File: src/rtl/idsp_pkg.sv
// Shared types and codes for the idle display power sequencer.
package idsp_pkg;

   localparam int CSR_INDEX_W = 8;
   localparam int TIMEOUT_W = 32;
   localparam int MASK_W = 4;

   localparam logic [CSR_INDEX_W-1:0] CSR_ALLOW_MASK = 8'd0;
   localparam logic [CSR_INDEX_W-1:0] CSR_DIM_TIMEOUT = 8'd1;
   localparam logic [CSR_INDEX_W-1:0] CSR_OFF_TIMEOUT = 8'd2;
   localparam logic [CSR_INDEX_W-1:0] CSR_SLEEP_TIMEOUT = 8'd3;

   localparam logic [MASK_W-1:0] ALLOW_MASK_RESET = 4'd15;
   localparam logic [TIMEOUT_W-1:0] DIM_TIMEOUT_RESET = 32'd30000;
   localparam logic [TIMEOUT_W-1:0] OFF_TIMEOUT_RESET = 32'd60000;
   localparam logic [TIMEOUT_W-1:0] SLEEP_TIMEOUT_RESET = 32'd120000;

   localparam int ALLOW_SAVE_BIT = 0;
   localparam int ALLOW_DIM_BIT = 1;
   localparam int ALLOW_OFF_BIT = 2;
   localparam int ALLOW_DEEP_BIT = 3;

   localparam logic OP_TICK = 1'b0;
   localparam logic OP_ACTIVITY = 1'b1;

   typedef enum logic [1:0] {
      MODE_ACTIVE = 2'd0,
      MODE_DIMMED = 2'd1,
      MODE_OFF    = 2'd2
   } mode_type;

   typedef enum logic [1:0] {
      WAKE_NONE    = 2'd0,
      WAKE_RESTORE = 2'd1,
      WAKE_TURN_ON = 2'd2
   } wake_type;

   typedef enum logic [1:0] {
      SAVE_NONE = 2'd0,
      SAVE_DIM  = 2'd1,
      SAVE_OFF  = 2'd2
   } save_type;

   typedef struct packed {
      logic [MASK_W-1:0]    allow_mask;
      logic [TIMEOUT_W-1:0] dim_timeout;
      logic [TIMEOUT_W-1:0] off_timeout;
      logic [TIMEOUT_W-1:0] sleep_timeout;
   } cfg_type;

   typedef struct packed {
      wake_type wake_command;
      save_type save_command;
      logic     deep_sleep_request;
      mode_type display_mode;
      logic     on_usb;
   } result_type;

endpackage

File: src/rtl/idsp_csr.sv
// Configuration registers of the idle display power sequencer.
module idsp_csr
   import idsp_pkg::*;
(
   input  logic                   clock,
   input  logic                   reset,
   input  logic                   csr_valid,
   output logic                   csr_ready,
   input  logic [CSR_INDEX_W-1:0] csr_index,
   input  logic [TIMEOUT_W-1:0]   csr_data,
   output cfg_type                cfg
);

   cfg_type cfg_ff;
   cfg_type cfg_in;

   assign csr_ready = 1'b1;
   assign cfg = cfg_ff;

   always_comb begin
      cfg_in = cfg_ff;
      if (csr_valid) begin
         unique case (csr_index)
            CSR_ALLOW_MASK:    cfg_in.allow_mask = csr_data[MASK_W-1:0];
            CSR_DIM_TIMEOUT:   cfg_in.dim_timeout = csr_data;
            CSR_OFF_TIMEOUT:   cfg_in.off_timeout = csr_data;
            CSR_SLEEP_TIMEOUT: cfg_in.sleep_timeout = csr_data;
            default:           cfg_in = cfg_ff;
         endcase
      end
   end

   always_ff @(posedge clock) begin
      if (reset) begin
         cfg_ff.allow_mask <= ALLOW_MASK_RESET;
         cfg_ff.dim_timeout <= DIM_TIMEOUT_RESET;
         cfg_ff.off_timeout <= OFF_TIMEOUT_RESET;
         cfg_ff.sleep_timeout <= SLEEP_TIMEOUT_RESET;
      end else begin
         cfg_ff <= cfg_in;
      end
   end

endmodule

File: src/rtl/idsp_core.sv
// Idle counter, power source and display mode update for one request.
module idsp_core
   import idsp_pkg::*;
#(
   parameter int IDLE_WIDTH = 32
) (
   input  logic       clock,
   input  logic       reset,
   input  logic       step,
   input  logic       opcode,
   input  logic       usb_connected,
   input  cfg_type    cfg,
   output result_type result
);

   localparam int CMP_W = (IDLE_WIDTH > TIMEOUT_W) ? IDLE_WIDTH : TIMEOUT_W;

   logic [IDLE_WIDTH-1:0] idle_ff;
   logic [IDLE_WIDTH-1:0] idle_in;
   logic                  usb_ff;
   logic                  usb_in;
   mode_type              mode_ff;
   mode_type              mode_in;

   logic [IDLE_WIDTH-1:0] idle_inc;
   logic [IDLE_WIDTH-1:0] idle_tick;
   logic [CMP_W-1:0]      idle_ext;
   logic                  dim_hit;
   logic                  off_hit;
   logic                  deep_hit;
   wake_type              wake;
   save_type              save;
   logic                  sleep_req;

   assign idle_inc = (&idle_ff) ? idle_ff : idle_ff + IDLE_WIDTH'(1);
   assign idle_tick = (usb_connected != usb_ff) ? '0 : idle_inc;
   assign idle_ext = CMP_W'(idle_tick);
   assign dim_hit = cfg.allow_mask[ALLOW_DIM_BIT] &&
                    (idle_ext >= CMP_W'(cfg.dim_timeout));
   assign off_hit = cfg.allow_mask[ALLOW_OFF_BIT] &&
                    (idle_ext >= CMP_W'(cfg.off_timeout));
   assign deep_hit = cfg.allow_mask[ALLOW_DEEP_BIT] &&
                     (idle_ext >= CMP_W'(cfg.sleep_timeout));

   always_comb begin
      idle_in = idle_ff;
      usb_in = usb_ff;
      mode_in = mode_ff;
      wake = WAKE_NONE;
      save = SAVE_NONE;
      sleep_req = 1'b0;
      if (opcode == OP_ACTIVITY) begin
         idle_in = '0;
         mode_in = MODE_ACTIVE;
         unique case (mode_ff)
            MODE_OFF:    wake = WAKE_TURN_ON;
            MODE_DIMMED: wake = WAKE_RESTORE;
            default:     wake = WAKE_NONE;
         endcase
      end else begin
         idle_in = idle_tick;
         if (usb_connected != usb_ff) begin
            usb_in = usb_connected;
            mode_in = MODE_ACTIVE;
            wake = (mode_ff == MODE_OFF) ? WAKE_TURN_ON : WAKE_RESTORE;
         end
         if (!usb_in && cfg.allow_mask[ALLOW_SAVE_BIT]) begin
            unique case (mode_in)
               MODE_ACTIVE: begin
                  if (dim_hit) begin
                     save = SAVE_DIM;
                     mode_in = MODE_DIMMED;
                  end else if (off_hit) begin
                     save = SAVE_OFF;
                     mode_in = MODE_OFF;
                  end
               end
               MODE_DIMMED: begin
                  if (off_hit) begin
                     save = SAVE_OFF;
                     mode_in = MODE_OFF;
                  end
               end
               default: sleep_req = deep_hit;
            endcase
         end
      end
   end

   always_comb begin
      result.wake_command = wake;
      result.save_command = save;
      result.deep_sleep_request = sleep_req;
      result.display_mode = mode_in;
      result.on_usb = usb_in;
   end

   always_ff @(posedge clock) begin
      if (reset) begin
         idle_ff <= '0;
         usb_ff <= 1'b0;
         mode_ff <= MODE_ACTIVE;
      end else if (step) begin
         idle_ff <= idle_in;
         usb_ff <= usb_in;
         mode_ff <= mode_in;
      end
   end

endmodule

File: src/rtl/idle_display_power_sequencer_top.sv
// Top level of the idle display power sequencer: request and response registers.
//
//   channel  direction  fields
//   req_     in         tuser: opcode; tdata: usb_connected (bit 0)
//   rsp_     out        tdata: wake, save, deep sleep, mode, on_usb
//   csr_     in         csr_index selects the register, csr_data the value
//
// One request per cycle while responses are taken; an accepted request passes
// through the request register, then the response register, to become valid.
// The state update happens as a request moves into the response register.
// Reset is synchronous and restores the register defaults and idle state.
// A stalled response holds; one more request waits in the request register.
module idle_display_power_sequencer_top
   import idsp_pkg::*;
#(
   parameter int IDLE_WIDTH = 32
) (
   input  logic                   clock,
   input  logic                   reset,
   input  logic                   req_tvalid,
   output logic                   req_tready,
   input  logic [7:0]             req_tdata,  // [0] usb_connected, [7:1] zero
   input  logic                   req_tuser,  // [0] opcode
   output logic                   rsp_tvalid,
   input  logic                   rsp_tready,
   output logic [7:0]             rsp_tdata,  // [1:0] wake_command, [3:2] save_command,
                                              // [4] deep_sleep_request,
                                              // [6:5] display_mode, [7] on_usb
   input  logic                   csr_valid,
   output logic                   csr_ready,
   input  logic [CSR_INDEX_W-1:0] csr_index,
   input  logic [TIMEOUT_W-1:0]   csr_data
);

   cfg_type    cfg;
   result_type result;
   result_type rsp_ff;
   logic       req_valid_ff;
   logic       req_opcode_ff;
   logic       req_usb_ff;
   logic       rsp_valid_ff;
   logic       rsp_open;
   logic       step;

   assign rsp_open = !rsp_valid_ff || rsp_tready;
   assign step = req_valid_ff && rsp_open;
   assign req_tready = !req_valid_ff || step;

   idsp_csr u_csr (
      .clock     (clock),
      .reset     (reset),
      .csr_valid (csr_valid),
      .csr_ready (csr_ready),
      .csr_index (csr_index),
      .csr_data  (csr_data),
      .cfg       (cfg)
   );

   idsp_core #(
      .IDLE_WIDTH (IDLE_WIDTH)
   ) u_core (
      .clock         (clock),
      .reset         (reset),
      .step          (step),
      .opcode        (req_opcode_ff),
      .usb_connected (req_usb_ff),
      .cfg           (cfg),
      .result        (result)
   );

   always_ff @(posedge clock) begin
      if (reset) begin
         req_valid_ff <= 1'b0;
         rsp_valid_ff <= 1'b0;
      end else begin
         if (req_tready) begin
            req_valid_ff <= req_tvalid;
         end
         if (rsp_open) begin
            rsp_valid_ff <= req_valid_ff;
         end
      end
      if (req_tready && req_tvalid) begin
         req_opcode_ff <= req_tuser;
         req_usb_ff <= req_tdata[0];
      end
      if (step) begin
         rsp_ff <= result;
      end
   end

   assign rsp_tvalid = rsp_valid_ff;
   assign rsp_tdata = {rsp_ff.on_usb, rsp_ff.display_mode, rsp_ff.deep_sleep_request,
                       rsp_ff.save_command, rsp_ff.wake_command};

`ifndef SYNTHESIS
   a_reset_clears_rsp: assert property (@(posedge clock) reset |=> !rsp_tvalid)
      else $error("response valid after reset");
   a_save_on_battery: assert property (@(posedge clock) disable iff (reset)
      rsp_tvalid && rsp_ff.save_command != SAVE_NONE |-> !rsp_ff.on_usb)
      else $error("save command while on USB");
   a_sleep_only_off: assert property (@(posedge clock) disable iff (reset)
      rsp_tvalid && rsp_ff.deep_sleep_request |->
         rsp_ff.display_mode == MODE_OFF && rsp_ff.wake_command == WAKE_NONE &&
         rsp_ff.save_command == SAVE_NONE)
      else $error("deep sleep request outside display off");
   a_save_sets_mode: assert property (@(posedge clock) disable iff (reset)
      rsp_tvalid && rsp_ff.save_command == SAVE_DIM |->
         rsp_ff.display_mode == MODE_DIMMED)
      else $error("dim command without dimmed mode");
`endif

endmodule
File: config.mk
export PLATFORM = sky130hd
export DESIGN_NAME = idle_display_power_sequencer_top
export DESIGN_NICKNAME = d
export VERILOG_FILES = /design/src/rtl/idsp_pkg.sv /design/src/rtl/idsp_csr.sv /design/src/rtl/idsp_core.sv /design/src/rtl/idle_display_power_sequencer_top.sv
export SDC_FILE = /design/constraint.sdc
export NUM_CORES = 1
export LEC_CHECK = 0
export BUFFER_PORTS_ARGS = -buffer_cell sky130_fd_sc_hd__buf_2
export CORE_UTILIZATION = 50
export DETAILED_ROUTE_END_ITERATION = 7
export PLACE_DENSITY = 0.68
export SYNTH_ARGS = -nofsm -noshare
export SYNTH_HDL_FRONTEND = slang
export SYNTH_SLANG_ARGS = --single-unit
File: constraint.sdc
create_clock -name clock -period 11.15 [get_ports clock]
set_clock_uncertainty 0.1 [all_clocks]
set_input_delay 1.115 -clock clock [delete_from_list [all_inputs] [get_ports clock]]
set_output_delay 1.115 -clock clock [all_outputs]
set_load 0.05 [all_outputs]
==> flow_summary.json, run 1 <==
{
  "status": "finished, final reports clean",
  "fin_ws_ns": 6.30,
  "area_delta_synth_final_pct": 11.6,
  "crit_path_start_kind": "flop",
  "ys_types": 66,
  "post-route-util_pct": 57.7,
  "worst_pin_slew_ns": 1.01,
  "finalHoldViolations": 0,
  "start_util_pct": 51.8,
  "die_x_microns": 134,
  "hold_slack_ns": 0.352,
  "cp_max_fo": 7,
  "yosys_register_bits": 147,
  "synth-edff-count": 10,
  "relSlewSlack_pct": 32.9,
  "gp_congestion": 0.897,
  "detail_route.vias_per_cell": 5.56,
  "num_antenna_cells": 0,
  "pin_count": 65,
  "crit_path_end_kind": "flop",
  "fin_setup_tns_ns": 0,
  "cts_tree": "yes",
  "cts_root_buf": "clkbuf_16",
  "max_freq_ghz": 0.206,
  "die-area_sq_mm": 0.0179,
  "async_flop_share_pct": 0,
  "cts_hold_buf": 0,
  "die_y_microns": 134,
  "path_clk_slew_ns": 0.06,
  "rows": 47,
  "cts_resized": 0,
  "grt_pass1_vias": 7599,
  "detail_route.wl_per_cell_microns": 16.8,
  "grt.overflow.total": 0,
  "syn_nets": 1272,
  "drive_gt1_share_pct": 10.7,
  "drt-total-wl_microns": 23200,
  "r2r_slack_ns": 6.30,
  "rsz0062_at_grt": "false",
  "core_sq_mm": 0.0168,
  "cts_made_buffers": 17,
  "ant_nets": 0,
  "port_buffers": 56,
  "finalNetCount": 1298,
  "ir_drop_mv": 0.140,
  "avgSynthCellArea_sq_um": 7.74,
  "cts_setup_buffers": 0,
  "antenna_found_initial": 0,
  "post-route-drc-count": 0,
  "cts_max_path_buffers": 2,
  "slew_viol_final": 0,
  "synth_area_sq_mm": 0.00870,
  "htreeDepth": 4,
  "synth_seq_area_share_pct": 35.0,
  "synth_flop_cell": "dfxtp_1",
  "post-route-period-util_pct": 43.5,
  "final_common_cell": "nand2_1",
  "grt_util_all_layers_pct": 27.0,
  "hpwl_microns": 16300,
  "p_leak_nw": 3.87,
  "clk_latency_ns": 0.44,
  "cts.sinks": 147,
  "layout_min_cycle_time_ns": 4.85,
  "synthCells": 1124,
  "setup-violations-final": 0,
  "hp-class": "reg2reg",
  "powerDensity_mw_per_mm2": 123,
  "most-common-layout-cells": "nand2_1 (204), dfxtp_1 (137), a21oi_1 (122)",
  "worstPathRequired_ns": 11.20,
  "crit_type": "reg2reg",
  "pre_cts_ws_ns": 6.30,
  "vias": 7693,
  "drtIter0Drc": 516,
  "yosysWarningCount": 0,
  "arrival_ns": 4.90,
  "grt_pass1_wl_microns": 37900,
  "dr.pass1.iters": 5,
  "grt_max_degree": 90,
  "cap_violations": 0
}
-- metrics by stage --
step / total power [mW] / cell area (sq um) / instances
global placement: 0.601 / 9090 / 1351
global route: 1.23 / 9710 / 1383
floorplan: 0.578 / 8700 / 1124
finish: 1.19 / 9710 / 1383
detailed placement: 0.602 / 9090 / 1351
CTS: 1.20 / 9710 / 1383
-- final cells by class --
type	instances	area (sq um)
repair buffers	65	350
inverters	101	379
flip-flops and latches	147	3040
fillers	1614	7110
multi-input cells	818	5040
clock buffers	20	478
well taps	220	275
clock inverters	12	141
-- state kept, by name, summed over array words and instances, names as in the netlist, 2 cells and up --
signal          cells
u_core.idle_ff     32
u_core.mode_ff      2
u_csr.cfg         100
rsp_tdata           8
-- power breakdown --
part / switching, mW / internal, mW / leakage, nW
clock: 0.243 / 0.359 / 0.300
sequential: 0.00224 / 0.534 / 1.20
combinational: 0.0396 / 0.0148 / 2.37
total: 0.285 / 0.907 / 3.87
-- per-layer routing --
metal  track usage (%)  vias to the layer above  routed length, microns
met3              5.06                       53                    1090
met2              46.0                      187                   11100
li1                  -                     3902                       -
met4              11.8                        0                     729
met5                 0                        -                       0
met1              33.2                     3551                   10300
-- cell usage after synthesis (2+ instances only) --
master / count / area share [%]
nand2_1: 204 / 8.8
dfxtp_1: 137 / 32
a21oi_1: 122 / 7.0
inv_1: 101 / 4.4
ha_1: 94 / 14
nor2_1: 93 / 4.0
o21ai_0: 51 / 2.9
clkbuf_1: 41 / 1.8
nand4_1: 27 / 1.9
o211ai_1: 19 / 1.6
xnor2_1: 18 / 1.8
and3_1: 15 / 1.1
nand3_1: 15 / 0.86
nor3_1: 15 / 0.86
xor2_1: 12 / 1.2
a211o_1: 11 / 1.1
a21o_1: 11 / 0.95
buf_2: 11 / 0.63
a22oi_1: 10 / 0.86
edfxtp_1: 10 / 3.4
a211oi_1: 9 / 0.78
or3_1: 9 / 0.65
nor2b_1: 8 / 0.57
nand2b_1: 7 / 0.50
a22o_1: 5 / 0.50
a31oi_1: 5 / 0.36
or2_2: 5 / 0.36
and2_1: 4 / 0.29
nor4_1: 4 / 0.29
a221oi_1: 3 / 0.30
a41oi_1: 3 / 0.30
and4_1: 3 / 0.30
buf_4: 3 / 0.26
and3_2: 2 / 0.17
buf_1: 2 / 0.086
nor4_2: 2 / 0.29
o21a_1: 2 / 0.17
o311ai_0: 2 / 0.20
or3_2: 2 / 0.17
-- path summary, 6_finish.rpt --
| path | endpoint | cells past startpoint | startpoint |
|---|---|---|---|
| worst max-delay path | rsp_tdata[4] | 14 | u_core.idle_ff[0] |
| worst max register to register | rsp_tdata[4] | 14 | u_core.idle_ff[0] |
| worst min register to register | u_csr.cfg[4] | 2 | u_csr.cfg[4] |
| worst min-delay path | u_csr.cfg[4] | 2 | u_csr.cfg[4] |
-- critical path: stages (launching register included) --
cell,delay (ns)
dfxtp_1,0.43
ha_1,0.32
nand3_1,0.16
nor4_4,0.27
a21bo_2,0.32
or3_2,0.41
a21oi_1,0.43
ha_1,0.34
nor2b_1,0.13
o21ai_0,0.17
nand2b_1,0.07
a211oi_1,0.22
o21ai_0,0.31
nor4_1,0.64
o21ai_0,0.24
-- kinds of logic after synthesis --
logic type | Yosys count | share of synthesized area (%)
AND/OR/NAND/NOR | 424 | 22.4
other | 1 | 0.0431
flip-flops | 147 | 35.0
buffers and inverters | 159 | 7.23
XOR/XNOR | 30 | 3.02
AO/OA/AOI/OAI | 267 | 18.6
adder cells (fa/ha/maj) | 94 | 13.5
multiplexers | 2 | 0.244
Power figures use the tool's default switching activity.
==> run 2, diff against run 1 <==
clock period = 5 ns   (was 11.15 ns; I/O delays follow)
==> run 2 against run 1 <==
  * First-iteration DRC count is 6.0% lower
  * Largest cell class unchanged
  * Sequential share of layout area shrank 0.28 points
  * Clock power increased by 120%
  * Critical endpoint is now rsp_tdata[5]
==> flow_summary.json, run 2 (synthesis results as in run 1) <==
{
  "slew_viol_final": 0,
  "final_common_cell": "nand2_1",
  "port_buffers": 56,
  "detail_route.wl_per_cell_microns": 16.6,
  "detail_route.vias_per_cell": 5.63,
  "rr_startpoint": "u_core.idle_ff[22]",
  "largest_reg_flops": 100,
  "grt.overflow.total": 0,
  "vias": 7830,
  "hold_slack_ns": 0.145,
  "powerDensity_mw_per_mm2": 272,
  "critical_path.startpoint": "u_core.idle_ff[22]",
  "postPlaceCellArea_sq_mm": 0.00917,
  "cts_max_path_buffers": 2,
  "cap_violations": 0,
  "crit_path_end_kind": "flop",
  "cts.sinks": 147,
  "most-common-layout-cells": "nand2_1 (204), dfxtp_1 (137), a21oi_1 (122)",
  "htreeDepth": 4,
  "min_path_cells": 1,
  "drive_gt1_share_pct": 11.3,
  "drtIter0Drc": 485,
  "cts_tree": "yes",
  "antenna_found_initial": 0,
  "cts_hold_buf": 0,
  "crit_path_start_kind": "flop",
  "design_area_sq_mm": 0.00980,
  "ir_drop_mv": 0.249,
  "post-route-drc-count": 0,
  "multi_input_comb_area_sq_mm": 0.00506,
  "relSlewSlack_pct": 47.4,
  "die-area_sq_mm": 0.0179,
  "worst_pin_slew_ns": 0.788,
  "cp_max_fo": 10,
  "post-route-period-util_pct": 92.7,
  "hp-class": "in2reg",
  "layout_min_cycle_time_ns": 4.63,
  "worstPathRequired_ns": 5.06,
  "path_clk_slew_ns": 0.06,
  "grt_max_degree": 71,
  "pin_count": 65,
  "fill_cells": 1576,
  "fin_setup_tns_ns": 0,
  "grt_pass1_vias": 7246,
  "die_x_microns": 134,
  "power_mw": 2.67,
  "setup-violations-final": 0,
  "min_from": "req_tuser",
  "max_freq_ghz": 0.216,
  "p_leak_nw": 3.92,
  "drt-total-wl_microns": 23000,
  "seqCellArea_sq_mm": 0.00304,
  "status": "finished, final reports clean",
  "rows": 47,
  "die_y_microns": 134,
  "cts_setup_buffers": 0,
  "rsz0062_at_grt": "false",
  "crit_type": "reg2reg",
  "cts_made_buffers": 17,
  "area_delta_synth_final_pct": 12.6,
  "rr_worst_depth": 16,
  "clk_latency_ns": 0.43,
  "core_sq_mm": 0.0168,
  "start_util_pct": 51.8,
  "num_antenna_cells": 0,
  "hpwl_microns": 16500,
  "grt_pass1_wl_microns": 36900,
  "grt_util_all_layers_pct": 26.5,
  "gp_congestion": 0.871,
  "dr.pass1.iters": 5,
  "finalHoldViolations": 0,
  "ant_nets": 0,
  "arrival_ns": 4.70,
  "cts_root_buf": "clkbuf_16",
  "finalNetCount": 1308
}
-- run 2: changes by cell type in the layout (fill, tap and decap cells not counted), moves of 2 or more --
cell,delta
buf_4,+10
clkbuf_8,-2
inv_4,+2
inv_6,-5
bufinv_16,+2
-- run 2: path summary, 6_finish.rpt --
check,endpoint,slack [ns]
max,rsp_tdata[5],0.37
min,req_opcode_ff,0.15
max reg2reg,rsp_tdata[5],0.37
min reg2reg,u_csr.cfg[25],0.35
-- run 2: stage by stage --
stage,std cells,utilization [%],setup WS [ns]
detailed placement,1361,54.5,0.410
finish,1392,58.3,0.365
global placement,1361,54.5,0.500
global route,1392,58.3,0.0248
floorplan,1124,-,1.05
CTS,1392,58.2,0.377
-- run 2: critical path, cell delays in order, from the launching register on --
cell and delay [ns]:
dfxtp_1 0.42, and4_1 0.26, and3_1 0.25, and4_2 0.29, nor3_1 0.49, and3_1 0.30
xnor2_1 0.15, nor2_1 0.10, ha_1 0.30, nand4_1 0.13, nor3_1 0.33, nand4_1 0.13
a211oi_1 0.23, and4b_1 0.30, o311ai_1 0.33, a21o_1 0.16, o21ai_0 0.10
-- run 2: metal layers --
metal / part of all wire, % / GRT usage, %
met1: 45 / 33.2
met2: 48 / 45.0
met3: 4.7 / 4.72
met4: 2.4 / 10.3
met5: 0 / 0
-- run 2: repair_timing --
action / CTS / global route
endpoints found under the hold margin: 0 / 0
endpoints found under the setup margin: 0 / 3
gates resized for setup: 0 / 4
-- run 2: cell type report --
cell class                      count  area share, %
Clock buffer                       18           4.38
Clock inverter                     13           1.88
Inverter                          101           3.87
Multi-Input combinational cell    818           51.7
Sequential cell                   147           31.1
Tap cell                          220           2.81
Timing Repair Buffer               75           4.34
-- run 2: where the power goes --
part	switching, mW	internal (mW)	leakage, nW
clock	0.516	0.832	0.297
combinational	0.0885	0.0335	2.42
sequential	0.00490	1.19	1.20
total	0.610	2.06	3.92
==> run 3, diff against run 2 <==
CORE_ASPECT_RATIO = 0.6   (was not set)
==> run 3 against run 2 <==
  * Utilization grew 0.60 points
  * Global-route usage up 1.1 points
  * Total power decreased by 0.26%
  * First-iteration DRC count grew 46%
  * Clock power hardly changed
  * Sequential share of layout area up 0.052 points
  * Fmax is 0.44% higher
  * Register-to-register slack better by 0.02 ns
  * Setup slack improved by 0.020 ns
  * Clock-buffer cell count unchanged
  * Critical path depth is 1 higher
  * Largest power group unchanged
  * Highest routed layer unchanged
==> flow_summary.json, run 3 (synthesis results as in run 1) <==
{
  "rr_startpoint": "u_core.idle_ff[0]",
  "rr_worst_depth": 17,
  "grt_pass1_wl_microns": 38400,
  "min_from": "req_tdata[0]",
  "power.share.sequential_pct": 44.9,
  "worstPathRequired_ns": 5.08,
  "post-route-period-util_pct": 92.3,
  "largest_reg_flops": 100,
  "ant_nets": 0,
  "r2r_slack_ns": 0.39,
  "drtIter0Drc": 706,
  "layout.cells.non_filler": 1399,
  "status": "finished, final reports clean",
  "area_delta_synth_final_pct": 12.4,
  "worst_pin_slew_ns": 1.17,
  "p_switching_mw": 0.642,
  "hpwl_microns": 16900,
  "dr.pass1.iters": 5,
  "drt-total-wl_microns": 23700,
  "htreeDepth": 4,
  "post-route-drc-count": 0,
  "path_clk_slew_ns": 0.07,
  "cts_max_path_buffers": 2,
  "cap_violations": 0,
  "rsz0062_at_grt": "false",
  "hp-class": "in2reg",
  "crit_path_start_kind": "flop",
  "cts.sinks": 147,
  "num_antenna_cells": 0,
  "min_path_cells": 1,
  "core_sq_mm": 0.0166,
  "most-common-layout-cells": "nand2_1 (204), dfxtp_1 (137), a21oi_1 (122)",
  "grt_util_all_layers_pct": 27.6,
  "crit_path_end_kind": "flop",
  "final_common_cell": "nand2_1",
  "setup-violations-final": 0,
  "cts_root_buf": "clkbuf_16",
  "pwr-share-comb_pct": 4.8,
  "start_util_pct": 52.4,
  "grt.overflow.total": 0,
  "die_y_microns": 104,
  "cts_made_buffers": 17,
  "layout_min_cycle_time_ns": 4.61,
  "grt_pass1_vias": 7269,
  "rows": 36,
  "detail_route.wl_per_cell_microns": 17.0,
  "dp.cells": 1367,
  "antenna_found_initial": 0,
  "slew_viol_final": 0,
  "relSlewSlack_pct": 22.2,
  "p_int_mw": 2.02,
  "clk_latency_ns": 0.43,
  "powerDensity_mw_per_mm2": 272,
  "ir_drop_mv": 0.216,
  "design_area_sq_mm": 0.00978,
  "die_x_microns": 172,
  "cp_max_fo": 6,
  "hold_end": "req_usb_ff",
  "drive_gt1_share_pct": 11.3,
  "detail_route.vias_per_cell": 5.64,
  "die-area_sq_mm": 0.0180,
  "port_buffers": 56,
  "fill_cells": 1520,
  "arrival_ns": 4.70,
  "switching_share_pct": 24.1,
  "fin_setup_tns_ns": 0,
  "postPlaceCellArea_sq_mm": 0.00917,
  "finalNetCount": 1306,
  "cts_setup_buffers": 0,
  "vias": 7885,
  "cts_tree": "yes",
  "pwr-share-clk_pct": 50.3,
  "gp_congestion": 0.901,
  "p_leak_nw": 3.89,
  "max_freq_ghz": 0.217,
  "crit_type": "reg2reg",
  "finalHoldViolations": 0,
  "grt_max_degree": 78,
  "worstReg2RegEnd": "rsp_tdata[5]",
  "pin_count": 65
}
-- run 3: cell count changes in the layout (fill, tap and decap cells not counted), moves of 2 or more --
cell        delta
buf_4          -2
clkinvlp_4     +3
inv_4          -2
inv_6          +2
-- run 3: how the worst max path moves through the flow --
stage                              endpoint         startpoint  slack [ns]
after floorplan                rsp_tdata[5]  u_core.idle_ff[0]        1.05
final                          rsp_tdata[5]  u_core.idle_ff[0]        0.39
after global routing      u_core.mode_ff[1]  u_core.idle_ff[0]        0.09
after CTS                      rsp_tdata[5]  u_core.idle_ff[0]        0.37
after global placement         rsp_tdata[5]  u_core.idle_ff[7]        0.46
after detailed placement       rsp_tdata[5]  u_core.idle_ff[0]        0.37
-- run 3: routing by layer --
metal,global-route usage (%),routed length [microns],vias to the layer above
li1,-,-,3924
met5,0,0,-
met2,41.1,9880,246
met4,7.08,279,0
met3,4.11,1520,25
met1,41.2,12100,3690
-- run 3: stage by stage --
step / power [mW] / worst slack (ns) / util (%) / hold WS (ns)
global placement: 1.34 / 0.464 / 55.2 / 0.337
finish: 2.66 / 0.385 / 58.9 / 0.139
detailed placement: 1.35 / 0.367 / 55.2 / 0.345
floorplan: 1.29 / 1.05 / - / 0.332
CTS: 2.67 / 0.367 / 58.8 / 0.129
global route: 2.73 / 0.0913 / 58.9 / 0.134
-- run 3: power groups by stage --
stage	clock (mW)	sequential [mW]	combinational (mW)
6_report	1.34	1.19	0.127
5_1_grt	1.39	1.20	0.136
4_1_cts	1.35	1.19	0.125
3_5_place_dp	0	1.22	0.124
3_3_place_gp	0	1.22	0.123
2_1_floorplan	0	1.23	0.0601
-- run 3: final cells by class --
type | count | area (sq um) | area share, %
Sequential cell | 147 | 3040 | 31.1
Clock buffer | 18 | 429 | 4.39
Timing Repair Buffer | 73 | 410 | 4.19
Clock inverter | 14 | 179 | 1.83
Tap cell | 228 | 285 | 2.92
Multi-Input combinational cell | 818 | 5060 | 51.7
Inverter | 101 | 379 | 3.88
-- run 3: repair_timing --
item	4_1_cts	5_1_grt
hold buffers	0	0
setup endpoints to repair	0	2
resized for setup	0	2
-- run 3: critical path: stages (launching register included) --
cell and delay [ns]:
dfxtp_1 0.44, ha_1 0.32, and2_1 0.26, and2b_1 0.16, nand3_1 0.15, a2111oi_2 0.61, and3_1 0.27, xnor2_1 0.12
nor2_1 0.08, ha_1 0.32, nand4_1 0.10, nor2_1 0.29, nand4_1 0.13, a211oi_1 0.20, and4b_1 0.27, o311ai_1 0.32
a21o_1 0.16, o21ai_0 0.07
